### src/hw/rtl/tdpt_pkg.sv
// ----------------------------------------------------------------------------
// tdpt_pkg: shared types for the trial division prime test
// Sequencer states and the control word of the serial remainder unit.
// ----------------------------------------------------------------------------
package tdpt_pkg;

    typedef enum logic [2:0] {
        ST_IDLE,
        ST_BOUND,
        ST_DIVIDE,
        ST_CHECK,
        ST_FINISH
    } tdpt_state_t;

    typedef struct packed {
        logic load;   // clear the partial remainder
        logic step;   // shift in one dividend bit and reduce
    } tdpt_rem_ctrl_t;

endpackage

### src/hw/rtl/tdpt_rem_unit.sv
// ----------------------------------------------------------------------------
// tdpt_rem_unit: bit-serial restoring remainder
// One dividend bit per step, MSB first; one compare-subtract per cycle while step is high.
// ----------------------------------------------------------------------------
module tdpt_rem_unit #(
    parameter int DIV_W = 17
) (
    input  logic                   clk,
    input  logic                   rst_n,
    input  tdpt_pkg::tdpt_rem_ctrl_t ctrl,
    input  logic                   dividend_bit,
    input  logic [DIV_W-1:0]       divisor,
    output logic [DIV_W-1:0]       remainder
);
    import tdpt_pkg::*;

    logic [DIV_W-1:0] rem_reg;
    logic [DIV_W-1:0] rem_next;
    logic [DIV_W:0]   trial;
    logic [DIV_W:0]   diff;

    assign trial = {rem_reg, dividend_bit};
    assign diff  = trial - {1'b0, divisor};

    always_comb
    begin
        rem_next = rem_reg;
        if (ctrl.load)
        begin
            rem_next = '0;
        end
        else if (ctrl.step)
        begin
            // trial < 2*divisor, so the reduced value fits DIV_W bits
            if (trial >= {1'b0, divisor})
                rem_next = diff[DIV_W-1:0];
            else
                rem_next = trial[DIV_W-1:0];
        end
    end

    always_ff @(posedge clk or negedge rst_n)
    begin
        if (!rst_n)
            rem_reg <= '0;
        else
            rem_reg <= rem_next;
    end

    assign remainder = rem_reg;

endmodule

### src/hw/rtl/trial_division_prime_test_unit.sv
// Values <= 1 or negative go straight to the result; otherwise each trial
// divisor takes a bound state, DATA_WIDTH steps of the serial remainder
// unit and a check state.
// Throughput: one item at a time; in_stall is high from accept until the
// result is loaded into the output register.
// Reset: rst_n asynchronous active low returns to idle with no result pending.
// ----------------------------------------------------------------------------
// trial_division_prime_test_unit: trial division primality test
// Tries divisors d = 2, 3, ... while d*d <= n using a serial remainder unit;
// d*d is tracked incrementally.
// ----------------------------------------------------------------------------
module trial_division_prime_test_unit #(
    parameter int DATA_WIDTH = 32
) (
    input  logic                         clk,
    input  logic                         rst_n,
    input  logic                         in_valid,
    output logic                         in_stall,
    input  logic signed [DATA_WIDTH-1:0] number,
    output logic                         out_valid,
    input  logic                         out_stall,
    output logic                         is_prime
);
    import tdpt_pkg::*;

    localparam int DIV_W = DATA_WIDTH / 2 + 1;
    localparam int SQ_W  = DATA_WIDTH + 1;
    localparam int CNT_W = $clog2(DATA_WIDTH);

    tdpt_state_t     state_reg, state_next;
    tdpt_rem_ctrl_t  rem_ctrl;

    logic [DATA_WIDTH-1:0] n_reg, n_next;
    logic [DATA_WIDTH-1:0] shift_reg, shift_next;
    logic [DIV_W-1:0]      div_reg, div_next;
    logic [SQ_W-1:0]       sq_reg, sq_next;
    logic [CNT_W-1:0]      cnt_reg, cnt_next;
    logic                  result_reg, result_next;
    logic                  out_valid_reg, out_valid_next;
    logic                  is_prime_reg, is_prime_next;
    logic [DIV_W-1:0]      remainder;

    logic in_xfer;
    logic trivial;
    logic over_bound;
    logic last_step;
    logic out_free;

    assign in_xfer    = in_valid && !in_stall;
    assign trivial    = number[DATA_WIDTH-1] || (number <= $signed(DATA_WIDTH'(1)));
    assign over_bound = sq_reg > {1'b0, n_reg};
    assign last_step  = cnt_reg == CNT_W'(DATA_WIDTH - 1);
    assign out_free   = !out_valid_reg || !out_stall;

    // next state
    always_comb
    begin
        state_next = state_reg;
        unique case (state_reg)
            ST_IDLE:
            begin
                if (in_valid)
                    state_next = trivial ? ST_FINISH : ST_BOUND;
            end
            ST_BOUND:
            begin
                state_next = over_bound ? ST_FINISH : ST_DIVIDE;
            end
            ST_DIVIDE:
            begin
                if (last_step)
                    state_next = ST_CHECK;
            end
            ST_CHECK:
            begin
                state_next = (remainder == '0) ? ST_FINISH : ST_BOUND;
            end
            ST_FINISH:
            begin
                if (out_free)
                    state_next = ST_IDLE;
            end
            default:
            begin
                state_next = ST_IDLE;
            end
        endcase
    end

    // datapath and outputs
    always_comb
    begin
        n_next         = n_reg;
        shift_next     = shift_reg;
        div_next       = div_reg;
        sq_next        = sq_reg;
        cnt_next       = cnt_reg;
        result_next    = result_reg;
        rem_ctrl       = '0;
        out_valid_next = out_valid_reg && out_stall;
        is_prime_next  = is_prime_reg;
        in_stall       = state_reg != ST_IDLE;
        unique case (state_reg)
            ST_IDLE:
            begin
                if (in_valid)
                begin
                    n_next      = number;
                    div_next    = DIV_W'(2);
                    sq_next     = SQ_W'(4);
                    result_next = 1'b0;
                end
            end
            ST_BOUND:
            begin
                result_next = over_bound;
                shift_next  = n_reg;
                cnt_next    = '0;
                rem_ctrl.load = 1'b1;
            end
            ST_DIVIDE:
            begin
                rem_ctrl.step = 1'b1;
                shift_next    = {shift_reg[DATA_WIDTH-2:0], 1'b0};
                cnt_next      = cnt_reg + CNT_W'(1);
            end
            ST_CHECK:
            begin
                // (d+1)^2 = d^2 + 2d + 1
                sq_next     = sq_reg + {{(SQ_W-DIV_W-1){1'b0}}, div_reg, 1'b1};
                div_next    = div_reg + DIV_W'(1);
                result_next = 1'b0;
            end
            ST_FINISH:
            begin
                if (out_free)
                begin
                    out_valid_next = 1'b1;
                    is_prime_next  = result_reg;
                end
            end
            default:
            begin
                in_stall = 1'b1;
            end
        endcase
    end

    tdpt_rem_unit #(
        .DIV_W(DIV_W)
    ) u_rem (
        .clk          (clk),
        .rst_n        (rst_n),
        .ctrl         (rem_ctrl),
        .dividend_bit (shift_reg[DATA_WIDTH-1]),
        .divisor      (div_reg),
        .remainder    (remainder)
    );

    always_ff @(posedge clk or negedge rst_n)
    begin
        if (!rst_n)
        begin
            state_reg     <= ST_IDLE;
            cnt_reg       <= '0;
            out_valid_reg <= 1'b0;
        end
        else
        begin
            state_reg     <= state_next;
            cnt_reg       <= cnt_next;
            out_valid_reg <= out_valid_next;
        end
    end

    always_ff @(posedge clk)
    begin
        n_reg        <= n_next;
        shift_reg    <= shift_next;
        div_reg      <= div_next;
        sq_reg       <= sq_next;
        result_reg   <= result_next;
        is_prime_reg <= is_prime_next;
    end

    assign out_valid = out_valid_reg;
    assign is_prime  = is_prime_reg;

    // negative numbers go straight to a not-prime result
    a_negative_fast: assert property (@(posedge clk) disable iff (!rst_n)
        in_xfer && number[DATA_WIDTH-1] |=> state_reg == ST_FINISH && !result_reg)
        else $error("negative input not rejected at once");

    // a division always starts from a cleared counter
    a_divide_start: assert property (@(posedge clk) disable iff (!rst_n)
        state_reg == ST_BOUND && !over_bound |=> state_reg == ST_DIVIDE && cnt_reg == '0)
        else $error("division started with stale step count");

    // the reduced remainder stays below the divisor
    a_rem_range: assert property (@(posedge clk) disable iff (!rst_n)
        state_reg == ST_CHECK |-> remainder < div_reg)
        else $error("remainder not below divisor");

    // the divisor is never below two during a division
    a_div_floor: assert property (@(posedge clk) disable iff (!rst_n)
        state_reg == ST_DIVIDE |-> div_reg >= DIV_W'(2))
        else $error("trial divisor below two");

endmodule
### config.mk
export PLATFORM = sky130hd
export DESIGN_NAME = trial_division_prime_test_unit
export DESIGN_NICKNAME = d
export VERILOG_FILES = /design/src/hw/rtl/tdpt_pkg.sv /design/src/hw/rtl/tdpt_rem_unit.sv /design/src/hw/rtl/trial_division_prime_test_unit.sv
export SDC_FILE = /design/constraint.sdc
export NUM_CORES = 1
export LEC_CHECK = 0
export ABC_AREA = 1
export BUFFER_PORTS_ARGS = -buffer_cell sky130_fd_sc_hd__buf_2
export CAP_MARGIN = 20
export CORE_MARGIN = 1
export CORE_UTILIZATION = 58
export CTS_BUF_LIST = sky130_fd_sc_hd__clkbuf_8
export DETAILED_ROUTE_END_ITERATION = 10
export GPL_ROUTABILITY_DRIVEN = 0
export GPL_TIMING_DRIVEN = 0
export PLACE_DENSITY = 0.79
export SYNTH_ARGS = -nofsm -noshare
export SYNTH_HDL_FRONTEND = slang
export SYNTH_SLANG_ARGS = --single-unit
### constraint.sdc
create_clock -name clk -period 3.9 [get_ports clk]
set_input_delay 0.195 -clock clk [delete_from_list [all_inputs] [get_ports clk]]
set_output_delay 0.195 -clock clk [all_outputs]
set_load 0.1 [all_outputs]
Word-level counts from Yosys, hierarchy flattened
Index checks and enable logic that the tools add are counted. W data, S select, Z words.

Add/subtract/negate cells: 4. $lt $le $gt $ge: 3. Eq/ne operators: 8. Mux-type cells: 23. Reduce and logical (&&, ||, !) cells: 18.

Operators with widths (count): $mux W17 (4); $pmux W33 S2 (1); $pmux W32 S2 (1); $pmux W17 S2 (1); $add A33 B18 Y33 (1); $gt A33 B32 Y1 (1); $mux W33 (1); $le A32 B2 Y1 const B (1); $ge A18 B17 Y1 (1); $mux W3 (6); $add A17 B1 Y17 const B (1); $logic_not A17 Y1 (1); $sub A17 B17 Y17 (1); $pmux W3 S5 (1); $pmux W5 S2 (1); $reduce_and A2 Y1 (4); $eq A3 B2 Y1 const B (2); $mux W1 (6); $ne A2 B2 Y1 const B (3); $reduce_bool A2 Y1 (3); $reduce_bool A3 Y1 (2); $add A5 B1 Y5 const B (1); $eq A5 B5 Y1 const B (1); $reduce_or A5 Y1 (1); other kinds (8) (10).

Register bits after elaboration: 142. Bits of input ports: 36. Logic and storage cells: 66.

Longest topological paths before layout
Gate-level depths: netlist of the first run.

Depth in word-level cells: 5. Depth in mapped cells: 16. Depth with buffers taken out: 16.

Hierarchy
A second synthesis of the first run with hierarchy kept.

Cells, all modules: 1185. Area total of the unflattened synthesis: 9485.3 um^2.

By module, submodules not included: trial_division_prime_test_unit (times used 1, cells each 835, area an instance 7337.0 um^2, seq. area each 3708.6 um^2); tdpt_rem_unit (times used 1, cells each 350, area an instance 2148.3 um^2, seq. area each 425.4 um^2).

Worst setup path after synthesis of the first run
OpenSTA, ideal clock, no wires.

Path kind: register -> register. From: reg state_reg[2]. To: reg div_reg[0] (enable). Library setup time: 0.409 ns. Arrival time: 4.013 ns. Data required time: 3.491 ns. Path slack: -0.521 ns. Stages on the path, launching flop included: 6. Buffers on the path: 0. Cells stage by stage: dfrtp_1 nor3_1 inv_1 nor2_1 inv_1 nand2_1.

Word-level cells in the longest chain between the ends: 3. Elaborated cells on any way between the ends: 5. Those cells by class: eq/ne: 2; reduce/logical: 3.

RTL lines: start: declaration (line trial_division_prime_test_unit.sv:30) `tdpt_state_t state_reg, state_next;`; start signal: assignment (line trial_division_prime_test_unit.sv:170) `state_reg <= state_next;`; $eq A3 B2 Y1 / $logic_not A3 Y1 (equally long branches) (line trial_division_prime_test_unit.sv:103) `unique case (state_reg)`; $reduce_bool A2 Y1 (no line) / $ne A2 B2 Y1 (equally long branches); $reduce_and A2 Y1 (no line) *; end signal: assignment (line trial_division_prime_test_unit.sv:180) `div_reg <= div_next;`; end: declaration (line trial_division_prime_test_unit.sv:35) `logic [DIV_W-1:0] div_reg, div_next;`.

Every way passes the cells marked *; elsewhere a longest branch is shown, timed or not. A chain may end at the register's enable or synchronous reset.

Worst setup path in the final report of the first run
From: reg state_reg[2]. To: reg sq_reg[28] (enable).

Word-level cells in the longest chain between the ends: 3. Elaborated cells on any way between the ends: 5. Those cells by class: eq/ne: 2; reduce/logical: 3.

RTL lines: $eq A3 B2 Y1 / $logic_not A3 Y1 (equally long branches) (line trial_division_prime_test_unit.sv:103); $reduce_bool A2 Y1 (no line) / $ne A2 B2 Y1 (equally long branches); $reduce_and A2 Y1 (no line) *; end signal: assignment (line trial_division_prime_test_unit.sv:181) `sq_reg <= sq_next;`; end: declaration (line trial_division_prime_test_unit.sv:36) `logic [SQ_W-1:0] sq_reg, sq_next;`.

Marked as above.

==> results of run 1 <==
[critical path, stage by stage, from the launching register on]
cell     delay (ps)
dfrtp_1         430
nor3_1          300
inv_1           160
nor2_4          760
inv_1           190
nand2_2         380
buf_12          280
[worst max-delay path by stage]
stage	cells past startpoint	end	slack, ps
6_report	6	sq_reg[28]	1040
5_1_grt	6	sq_reg[28]	820
4_1_cts	6	sq_reg[28]	990
3_5_place_dp	6	sq_reg[21]	1010
3_3_place_gp	5	sq_reg[22]	-460
2_1_floorplan	5	div_reg[0]	50
[cell families (layout without fill, tap and decap cells)]
logic type / count (synthesis) / in the layout / share of synthesized area
and+or+nand+nor: 513 / 513 / 0.244
AOI/OAI and AO/OA: 214 / 214 / 0.127
DFF: 142 / 142 / 0.451
buffers and inverters: 161 / 266 / 0.0689
adders and majority gates: 71 / 71 / 0.0986
xor gates and xnor gates: 11 / 11 / 0.0105
[cells in the mapped netlist, types with 4 or more instances]
library cell,n
ha_1,69
nor3_1,24
or2_2,7
nand3_1,60
a21o_1,5
inv_1,139
nand4_1,14
xor2_1,5
clkbuf_1,12
edfxtp_1,116
a21oi_1,90
o21ai_0,82
o21ai_1,12
inv_2,4
dfrtp_1,26
nor2_2,5
nor2_1,113
nand3b_1,6
o21bai_1,7
xnor2_1,6
nand2_1,263
[what timing repair did]
item | in CTS | in global routing
buffers inserted | 0 | 0
hold buffers | 34 | 0
endpoints found under the hold margin | 59 | 0
[layout make-up]
cell class | instances | share of cell area
multi-input combinational | 809 | 0.424
clock buffer | 17 | 0.0225
sequential | 142 | 0.398
tap | 211 | 0.0254
clock inverter | 15 | 0.0157
timing repair buffer | 73 | 0.0530
inverter | 143 | 0.0517
buffer | 18 | 0.00904
[power groups by stage]
stage	combinational, mW	clock [mW]	sequential, mW
after floorplan	1.96	0	2.51
after global placement	2.60	0	2.56
after detailed placement	2.71	0	2.55
after CTS	2.75	1.21	2.52
after global routing	3.14	1.28	2.56
final	2.80	1.20	2.52
[per-stage QoR]
| step | setup slack (ps) | utilization | hold WS, ps |
|---|---|---|---|
| floorplan | 48.7 | - | -101 |
| global placement | -464 | 0.628 | 253 |
| detailed placement | 1010 | 0.630 | 260 |
| CTS | 994 | 0.678 | 138 |
| global route | 823 | 0.678 | 160 |
| finish | 1040 | 0.678 | 157 |
[placed cells by master (no fill, tap or decap), types with 3 or more instances in the layout]
cell type	Yosys	routed
or2_2	7	7
nor2_1	113	112
nand4_1	14	14
inv_6	0	3
nor3b_1	3	3
o21bai_1	7	7
clkinv_4	0	4
buf_2	3	41
clkinvlp_4	0	3
nor4_1	3	3
o21ai_2	3	3
clkbuf_8	0	17
nand3_1	60	60
ha_1	69	69
nand3b_1	6	6
o21ai_1	12	12
xnor2_1	6	6
buf_6	3	3
clkbuf_1	12	12
nor3_2	3	3
nor2_2	5	5
o21a_1	3	3
edfxtp_1	116	116
xor2_1	5	5
nor3_1	24	24
a21oi_1	90	90
dfrtp_1	26	26
nand2_2	3	5
a21o_1	5	5
dlygate4sd3_1	0	34
o21ai_0	82	82
inv_2	4	4
inv_1	139	140
nand2_1	263	261
[per-layer routing]
layer / global-route usage / wire, um / vias to the layer above
li1: - / - / 3942
met1: 0.394 / 10100 / 3641
met2: 0.465 / 10200 / 292
met3: 0.0639 / 1580 / 58
met4: 0.135 / 721 / 0
met5: 0 / 0 / -
==> results.json, run 1 <==
{
  "arrival_ps": 3010,
  "dp_hpwl_um": 16500,
  "max-slew-margin-rel": 0.340,
  "grt_max_degree": 37,
  "clkTransAtPathRegs_ps": 90,
  "core_um2": 15300,
  "sw_frac_of_total": 0.441,
  "period_needed_ps": 2860,
  "grt_pass1_vias": 7604,
  "power_density_nw_per_um2": 628,
  "avgSynthCellArea_um2": 8.24,
  "drive_gt1_frac": 0.0929,
  "fmax_mhz": 350,
  "post_drt_wl_per_cell_um": 15.8,
  "filler_cell_count": 1300,
  "synthTopCellsByArea": "edfxtp_1 38%, nand2_1 11%, ha_1 9.4%, dfrtp_1 7.1%, inv_1 5.7%",
  "die_y_um": 128,
  "pwr-share-seq": 0.387,
  "status": "finished, final reports clean",
  "pin_count": 39,
  "synthArstFlopShare": 0.183,
  "final_nets": 1311,
  "grt_setup_unrepaired": "no",
  "reg2reg_from": "state_reg[2]",
  "drtAntennaViolNets": 0,
  "drtIter0Drc": 796,
  "cts.sinks": 142,
  "ctsLongestPathBuffers": 2,
  "synth_top_area_frac": 0.380,
  "cts_buffers": 17,
  "finalHoldViolCount": 0,
  "grt_usage": 0.296,
  "drc_errors": 0,
  "ff_latch_area_um2": 4130,
  "regToRegEndpoint": "sq_reg[28]",
  "ys_ff_latch": 142,
  "r2r_slack_ps": 1040,
  "drtPass1Iterations": 5,
  "largest_reg_flops": 33,
  "h-tree-depth": 4,
  "rows": 45,
  "ir_drop_mv": 0.609,
  "grt-ovfl-total": 0,
  "internal-power_mw": 3.65,
  "wl_um": 22600,
  "start_util": 0.598,
  "total_power_mw": 6.52,
  "cp-end-kind": "flip-flop",
  "finalClockSkew_ps": 14.7,
  "synth_edf_count": 116,
  "cp.required_ps": 4050,
  "yosysTopAreaCell": "edfxtp_1",
  "seq_area_frac_synth": 0.451,
  "crit_type": "flip-flop to flip-flop",
  "place_area_um2": 9650,
  "pwr-share-comb": 0.429,
  "area_delta_synth_final_pct": 13.4,
  "design_area_um2": 10400,
  "cp_max_fo": 36,
  "switching_power_mw": 2.87,
  "worst_setup_path_start_kind": "flip-flop",
  "synth_nets": 1219,
  "cts_tree": "built",
  "multiInputGateArea_um2": 4410,
  "dieWidth_um": 128,
  "hp-class": "input port to flip-flop",
  "vias": 7933,
  "clk_latency_ps": 470,
  "synth_cell_types": 45,
  "holdPathEnd": "state_reg[0]",
  "leakage_nw": 4.52,
  "n_antenna_cell": 0,
  "clockPowerShare": 0.184,
  "vias_per_cell": 5.56,
  "fin_crit_sh": 0.733,
  "min_from": "in_valid",
  "slew_violations": 0,
  "ys.warnings.count": 0,
  "antenna_found_initial": 0,
  "syn_inst": 1112,
  "final_cells": 1428,
  "portBuffers": 38,
  "finalSetupViolCount": 0,
  "startpoint": "state_reg[2]",
  "drv_cap": 0,
  "whs_path_depth": 4,
  "worstMarginPinSlew_ps": 987,
  "dp.cells": 1362,
  "netlist_area_um2": 9160,
  "synth_ff_type": "edfxtp_1",
  "tns_ps": 0,
  "reg2reg_depth": 6,
  "cts-root-buf": "clkbuf_8",
  "cts_resized": 0,
  "grt_pass1_wl_um": 37100,
  "die_area_um2": 16300
}
Note: power is estimated with default switching activity, not from simulation.
==> run 2, diff against run 1 <==
--- a/config.mk
+++ b/config.mk
@@ -9,12 +9,12 @@
 export BUFFER_PORTS_ARGS = -buffer_cell sky130_fd_sc_hd__buf_2
 export CAP_MARGIN = 20
 export CORE_MARGIN = 1
-export CORE_UTILIZATION = 58
+export CORE_UTILIZATION = 60
 export CTS_BUF_LIST = sky130_fd_sc_hd__clkbuf_8
 export DETAILED_ROUTE_END_ITERATION = 10
 export GPL_ROUTABILITY_DRIVEN = 0
 export GPL_TIMING_DRIVEN = 0
-export PLACE_DENSITY = 0.79
+export PLACE_DENSITY = 0.78
 export SYNTH_ARGS = -nofsm -noshare
 export SYNTH_HDL_FRONTEND = slang
 export SYNTH_SLANG_ARGS = --single-unit
==> constraint.sdc (replaced) <==
create_clock -name clk -period 2.7 [get_ports clk]
set_input_delay 0.135 -clock clk [delete_from_list [all_inputs] [get_ports clk]]
set_output_delay 0.135 -clock clk [all_outputs]
set_load 0.1 [all_outputs]
==> results.json, run 2 (synthesis gave the netlist of run 1 again) <==
{
  "h-tree-depth": 4,
  "status": "complete, but fails checks",
  "finalClockSkew_ps": 8.88,
  "final_cells": 1402,
  "antenna_found_initial": 0,
  "met3_usage": 0.0608,
  "slew_violations": 0,
  "ir_drop_mv": 0.587,
  "place_area_um2": 9620,
  "finalHoldViolCount": 0,
  "rows": 44,
  "grt_setup_unrepaired": "no",
  "cts_tree": "built",
  "clkTransAtPathRegs_ps": 80,
  "dp_hpwl_um": 16500,
  "ff_latch_area_um2": 4130,
  "portBuffers": 38,
  "drtPass1Iterations": 9,
  "post_drt_wl_per_cell_um": 16.4,
  "multiInputGateArea_um2": 4460,
  "leakage_nw": 4.52,
  "drtIter0Drc": 707,
  "worst_slack_ps": 204,
  "worst_setup_path_start_kind": "flip-flop",
  "die_area_um2": 15800,
  "cpMaxStageDelayCell": "fa_1",
  "cts-root-buf": "clkbuf_8",
  "ctsLongestPathBuffers": 2,
  "die_y_um": 126,
  "cp_max_fo": 6,
  "vias": 7981,
  "period_needed_ps": 2500,
  "final_common_cell": "nand2_1",
  "design_area_um2": 10400,
  "max_stage_delay_ps": 530,
  "filler_cell_count": 1153,
  "grt-busiest-layer": "met2",
  "fin_crit_sh": 0.924,
  "grtUsageMet2": 0.488,
  "final_nets": 1312,
  "cts_buffers": 17,
  "place_ws_ps": -1.43,
  "drv_cap": 0,
  "dieWidth_um": 126,
  "cp-end-kind": "flip-flop",
  "area_delta_synth_final_pct": 13.3,
  "grt_max_degree": 51,
  "fmax_mhz": 401,
  "grt_use_met1": 0.414,
  "final_core_util": 0.706,
  "grt_usage": 0.307,
  "drive_gt1_frac": 0.0952,
  "core_um2": 14700,
  "wl_um": 23000,
  "dp.cells": 1334,
  "largest_reg_flops": 33,
  "violations": "DRC",
  "layout_common_cells": "261 x nand2_1, 138 x inv_1, 116 x edfxtp_1, 112 x nor2_1, 90 x a21oi_1",
  "n_antenna_cell": 0,
  "hp-class": "input port to async pin",
  "finalSetupViolCount": 0,
  "grt-ovfl-total": 0,
  "arrival_ps": 2710,
  "grt_pass1_vias": 7459,
  "clk_latency_ps": 460,
  "max-slew-margin-rel": 0.426,
  "cp.required_ps": 2920,
  "worstMarginPinSlew_ps": 860,
  "crit_type": "flip-flop to flip-flop",
  "grt_pass1_wl_um": 37400,
  "power_density_nw_per_um2": 910,
  "cts.sinks": 142,
  "pin_count": 39,
  "start_util": 0.623,
  "drtAntennaViolNets": 0,
  "vias_per_cell": 5.69,
  "crit_chain": "inv_1 -> fa_1 -> o21ai_4 -> inv_1 -> o21ai_2 -> nand3_1 -> nand3_2 -> nand3_1 -> nand2_1 -> nor2_1",
  "drc_errors": 3
}
-- run 2: cell types whose count changed in the layout (fill, tap and decap cells not counted), sizes merged --
cell | before | now
clkinv | 5 | 6
inv | 148 | 146
clkinvlp | 3 | 4
nor2 | 119 | 120
-- run 2: timing repair --
item                       4_1_cts  5_1_grt
gates cloned                     1        0
buffers inserted                 0        1
hold buffers                    34        0
resized for setup                0        4
setup endpoints to repair       50       24
hold endpoints to repair        60        0
pin swaps                        1        0
-- run 2: worst max-delay path: cells and delay by family, from the launching register on --
family                   cells  cell delay, ps
AO/OA/AOI/OAI                2             510
adder cells (fa/ha/maj)      1             530
flip-flops                   1             490
AND/OR/NAND/NOR              5             520
buffers and inverters        2             200
-- run 2: final timing paths --
check                      startpoint             endpoint  slack (ps)  depth (start not counted)
min in group clk             in_valid         state_reg[2]         300                          5
setup reg to reg           div_reg[0]           sq_reg[26]         200                         10
max in group asynchronous       rst_n  u_rem.remainder[14]        2050                          2
setup / recovery           div_reg[0]           sq_reg[26]         200                         10
hold reg to reg            result_reg             is_prime         440                          0
hold / removal                  rst_n   u_rem.remainder[2]         220                          2
-- run 2: layout make-up --
type	count	area share
sequential	142	0.399
multi-input combinational	810	0.430
clock inverter	15	0.0141
tap	184	0.0222
buffer	18	0.00905
clock buffer	17	0.0226
timing repair buffer	73	0.0519
inverter	143	0.0521
-- run 2: through the flow --
step / setup TNS [ps] / hold slack (ps) / total power, mW
after floorplan: 0 / -161 / 6.51
after global placement: -12100 / 184 / 7.50
after detailed placement: -16.9 / 184 / 7.63
after CTS: 0 / 233 / 9.37
after global routing: 0 / 268 / 10.1
final: 0 / 225 / 9.44
-- run 2: per-layer routing --
layer | share of wire | vias to the layer above
li1 | - | 3959
met1 | 0.46 | 3707
met2 | 0.46 | 268
met3 | 0.059 | 47
met4 | 0.028 | 0
met5 | 0 | -
-- run 2: where the power goes --
part	internal, mW	total [mW]	switching [mW]
clock network	0.815	1.67	0.856
registers	3.23	3.66	0.428
logic	1.21	4.11	2.90
